File: config.mk
export PLATFORM = sky130hd
export DESIGN_NAME = avh_ctrl
export DESIGN_NICKNAME = d
export VERILOG_FILES = /design/src/rtl/avh_pkg.sv /design/src/rtl/avh_ctrl.sv
export SDC_FILE = /design/constraint.sdc
export NUM_CORES = 1
export LEC_CHECK = 0
export ABC_AREA = 1
export BUFFER_PORTS_ARGS = -buffer_cell sky130_fd_sc_hd__buf_4
export CORE_AREA = 2 2 39 41
export CTS_BUF_LIST = sky130_fd_sc_hd__clkbuf_4
export CTS_CLUSTER_SIZE = 30
export DETAILED_ROUTE_END_ITERATION = 10
export DIE_AREA = 0 0 41 43
export SYNTH_ARGS = -nofsm -noshare
export SYNTH_HDL_FRONTEND = slang
export SYNTH_SLANG_ARGS = --single-unit
File: constraint.sdc
create_clock -name clock -period 0.82 [get_ports clock]
set_input_delay 0.041 -clock clock [delete_from_list [all_inputs] [get_ports clock]]
set_output_delay 0.041 -clock clock [all_outputs]
set_load 0.005 [all_outputs]
File: src/rtl/avh_pkg.sv
// ----------------------------------------------------------------------------
// avh_pkg
// Shared codes, handle layout constants and control structs for the
// versioned handle allocator.
// ----------------------------------------------------------------------------
package avh_pkg;

   // operation codes
   localparam logic [1:0] MODE_CREATE   = 2'd0;
   localparam logic [1:0] MODE_VALIDATE = 2'd1;
   localparam logic [1:0] MODE_DESTROY  = 2'd2;

   // result status codes
   localparam logic [1:0] STATUS_OK       = 2'd0;
   localparam logic [1:0] STATUS_FULL     = 2'd1;
   localparam logic [1:0] STATUS_MISMATCH = 2'd2;

   // handle layout: free flag, 32-bit version, 31-bit slot
   localparam logic [63:0] VERSION_ONE = 64'h0000_0000_8000_0000;
   localparam logic [63:0] NOT_FREE    = 64'h7FFF_FFFF_FFFF_FFFF;
   localparam logic [63:0] FREE_BIT    = 64'h8000_0000_0000_0000;
   localparam logic [63:0] SLOT_MASK   = 64'h0000_0000_7FFF_FFFF;
   localparam int          VER_SHIFT   = 31;

   // controller to datapath commands
   typedef struct packed {
      logic accept;
      logic rd_stack;
      logic rd_table_req;
      logic rd_table_stack;
      logic execute;
   } ctrl_cmd_type;

   // datapath to controller status
   typedef struct packed {
      logic pick_recycle;
      logic out_free;
   } dp_status_type;

endpackage

File: src/rtl/avh_ctrl.sv
// ----------------------------------------------------------------------------
// avh_ctrl
// Sequencer for one operation: accept, optional free stack read, table read,
// then execute once the result register can take the result.
// ----------------------------------------------------------------------------
module avh_ctrl
   import avh_pkg::*;
(
   input  logic          clock,
   input  logic          reset,
   input  logic          req_valid,
   output logic          req_stall,
   input  dp_status_type sts,
   output ctrl_cmd_type  cmd
);

   typedef enum logic [2:0] {
      ST_IDLE  = 3'b001,
      ST_STACK = 3'b010,
      ST_TABLE = 3'b100
   } state_type;

   state_type state_ff, state_in;

   // next state and commands
   always_comb begin
      state_in = state_ff;
      cmd      = '0;
      unique case (state_ff)
         ST_IDLE: begin
            if (req_valid) begin
               cmd.accept = 1'b1;
               if (sts.pick_recycle) begin
                  cmd.rd_stack = 1'b1;
                  state_in     = ST_STACK;
               end else begin
                  cmd.rd_table_req = 1'b1;
                  state_in         = ST_TABLE;
               end
            end
         end
         ST_STACK: begin
            cmd.rd_table_stack = 1'b1;
            state_in           = ST_TABLE;
         end
         ST_TABLE: begin
            if (sts.out_free) begin
               cmd.execute = 1'b1;
               state_in    = ST_IDLE;
            end
         end
         default: state_in = ST_IDLE;
      endcase
   end

   assign req_stall = (state_ff != ST_IDLE);

   // state register
   always_ff @(posedge clock) begin
      if (reset) begin
         state_ff <= ST_IDLE;
      end else begin
         state_ff <= state_in;
      end
   end

endmodule

==> impl_metrics.toml <==
[run_status]
status = "complete, but fails checks"
violations = "negative setup slack"

[timing]
clock_skew_ns = 0.00392
finalSetupTns_ns = -2.04
rsz0062_at_grt = "true"
finalCritPeriodShare_pct = 132
drv_slew = 0
hold_violations = 0
min_period_ns = 1.08
relSlewSlack_pct = 86.1
setup_viol = 9
finalWorstSetupSlack_ns = -0.263
fmax_ghz = 0.923
worstMarginPinSlew_ns = 0.206

[setup_path]
end_kind = "output port"
worstPathRequired_ns = 0.78
reg2reg_slack_ns = -0.25
crit_start = "state_ff[1]$_SDFFE_PP0P_"
r2r_start = "state_ff[1]$_SDFFE_PP0P_"
crit_fanout = 4
cp_slowest_cell = "dfxtp_4"
slowest_delay_ns = 0.36
r2r-end = "state_ff[0]$_SDFFE_PP1P_"
cp-start-kind = "flop"
crit_arrival_ns = 1.04
worstSetupEndpoint = "cmd[3]"
worst_r2r_path_depth = 6
path_cells = "nor2_4, nand2_4, nor3_2, buf_4"
crit_type = "reg2out"

[clocking]
ctsHtreeMaxLevel = 1
cts_root_buf = "clkbuf_4"
cts_buffers = 3
clkSinkCount = 3
clk_pin_slew_ns = 0.04
clk_latency_ns = 0.23
clockBufferDepth = 2
tritoncts = "built"

[routing]
totalWireLength_um = 594
dr_wl_met2_um = 350
wl_met1_um = 213
drt_iter0_markers = 2
viasPerCell = 3.85
dr_wl_met3_um = 30
vias = 250
drc = 0
ant_nets = 0
highest_layer = "met3"
drtPass1Iterations = 2
routedWlPerCell_um = 9.14

[layout]
antenna_cells = 0
syn_to_final_growth_pct = 129
largest-register = "state_ff"
drive_above_1_share_pct = 71.4
fin_area_um2 = 444
reg_top3 = "state_ff x3"
fin_nets = 55
final_cells = 65
largest_register_ffs = 3

[floorplan]
die_area_um2 = 1760
initial_utilization_pct = 14.0
fp.dieH_um = 43
pin_count = 11
num_rows = 14
coreArea_um2 = 1380
dieWidth_um = 41

[grt]
grt-ovfl-total = 0
first_global_vias = 251
grt_antenna_before_repair = 0
grt_max_degree = 7
grt_pass1_wl_um = 945
grt_use_total_pct = 9.04

[place]
portBuffers = 10
place.gp.congestion = 0.797
dpl.hpwl_um = 371
placedInstanceArea_um2 = 297
placed_cells = 53

[yosys]
syn_nets = 31
yosysUniqueCellTypes = 13
yosysSeqAreaShare_pct = 31.0
synth_seq_cells = 3
syn_inst = 26
netlist_area_um2 = 194
yosysWarnings = 0
avgSynthCellArea_um2 = 7.46

[power]
seqPwrFrac_pct = 24.3
leakagePower_nw = 0.222
switching_share_pct = 28.9
p_sw_w = 0.000230
internal_power_w = 0.000567
combPwrFrac_pct = 38.8
power.density_nw_per_um2 = 1790
p_clk_share_pct = 37.0
ir_drop_mv = 0.539

[worst_hold_path]
hp-class = "in2reg"

[job]
maxCapViolCount = 0
==> final cells by class <==
| type | count | area [µm²] |
|---|---|---|
| fill | 144 | 940 |
| timing repair buffer | 19 | 160 |
| multi-input combinational | 17 | 143 |
| sequential | 3 | 68.8 |
| clock buffer | 4 | 30.0 |
| inverter | 6 | 22.5 |
| tap | 16 | 20.0 |
==> synthesized netlist by cell type <==
| master | number | area, µm² |
|---|---|---|
| nand2_1 | 2 | 7.51 |
| nand3_2 | 2 | 20.0 |
| nand2_2 | 1 | 6.26 |
| nor4_1 | 1 | 6.26 |
| nor3_1 | 1 | 5.00 |
| nand3_1 | 3 | 15.0 |
| dfxtp_1 | 3 | 60.1 |
| nand3b_1 | 1 | 7.51 |
| nor2_1 | 3 | 11.3 |
| inv_1 | 6 | 22.5 |
| a21oi_2 | 1 | 8.76 |
| nor4_2 | 1 | 12.5 |
| nor2_4 | 1 | 11.3 |
==> metrics by stage <==
stage          hold WS [ns]  power [W]  setup WS (ns)  util [%]
3_5_place_dp          0.226   0.000369         -0.116      21.4
6_report              0.126   0.000797         -0.263      32.1
3_3_place_gp          0.225   0.000366         -0.113      21.4
5_1_grt               0.145   0.000849         -0.317      32.1
2_1_floorplan         0.103   0.000279        0.00555         -
4_1_cts               0.121   0.000784         -0.288      30.6
==> layer usage <==
metal  track usage, %  up-vias
met2             10.9        5
li1                 -      130
met5                0        -
met1             9.65      115
met3             3.66        0
met4             12.0        0
==> power by group through the flow <==
stage | Clock [W] | Combinational [W] | Sequential, W
finish | 0.000294 | 0.000309 | 0.000193
global route | 0.000317 | 0.000336 | 0.000196
CTS | 0.000306 | 0.000287 | 0.000192
detailed placement | 0 | 0.000181 | 0.000189
global placement | 0 | 0.000177 | 0.000188
floorplan | 0 | 0.0000945 | 0.000184
==> worst min-delay path by stage <==
stage / cells after the start / endpoint / from / slack [ns]
floorplan: 1 / state_ff[2]$_SDFFE_PP0P_ / reset / 0.10
CTS: 3 / state_ff[1]$_SDFFE_PP0P_ / sts[1] / 0.12
finish: 3 / state_ff[1]$_SDFFE_PP0P_ / sts[1] / 0.13
detailed placement: 2 / state_ff[2]$_SDFFE_PP0P_ / reset / 0.23
global placement: 2 / state_ff[2]$_SDFFE_PP0P_ / reset / 0.22
global route: 3 / state_ff[1]$_SDFFE_PP0P_ / sts[1] / 0.14
==> timing repair <==
item | in CTS | in global routing
endpoints found under the setup margin | 8 | 9
pin swaps | 5 | 2
hold endpoints to repair | 2 | 0
resized for setup | 13 | 2
buffers inserted | 5 | 2
hold buffers | 1 | 0
==> placed cells by master (no fill, tap or decap), drive strengths merged <==
cell type    netlist  routed
buf                0      18
inv                6       6
nand3              5       5
clkbuf             0       4
nor2               4       4
nand2              3       3
dfxtp              3       3
nor4               2       2
nor3               1       1
nand3b             1       1
a21oi              1       1
dlygate4sd3        0       1
==> cell families (layout without fill, tap and decap cells) <==
kind of cell / Yosys count / in the layout / synth area share (%)
simple gates: 16 / 16 / 52.9
buf+inv: 6 / 29 / 11.6
flops: 3 / 3 / 31.0
compound gates: 1 / 1 / 4.52
==> critical path: cells and delay by family (launching register included) <==
kind / cells / cell delay, ns
simple gates: 3 / 0.32
flops: 1 / 0.36
buf+inv: 1 / 0.13
Power figures use the tool's default switching activity.
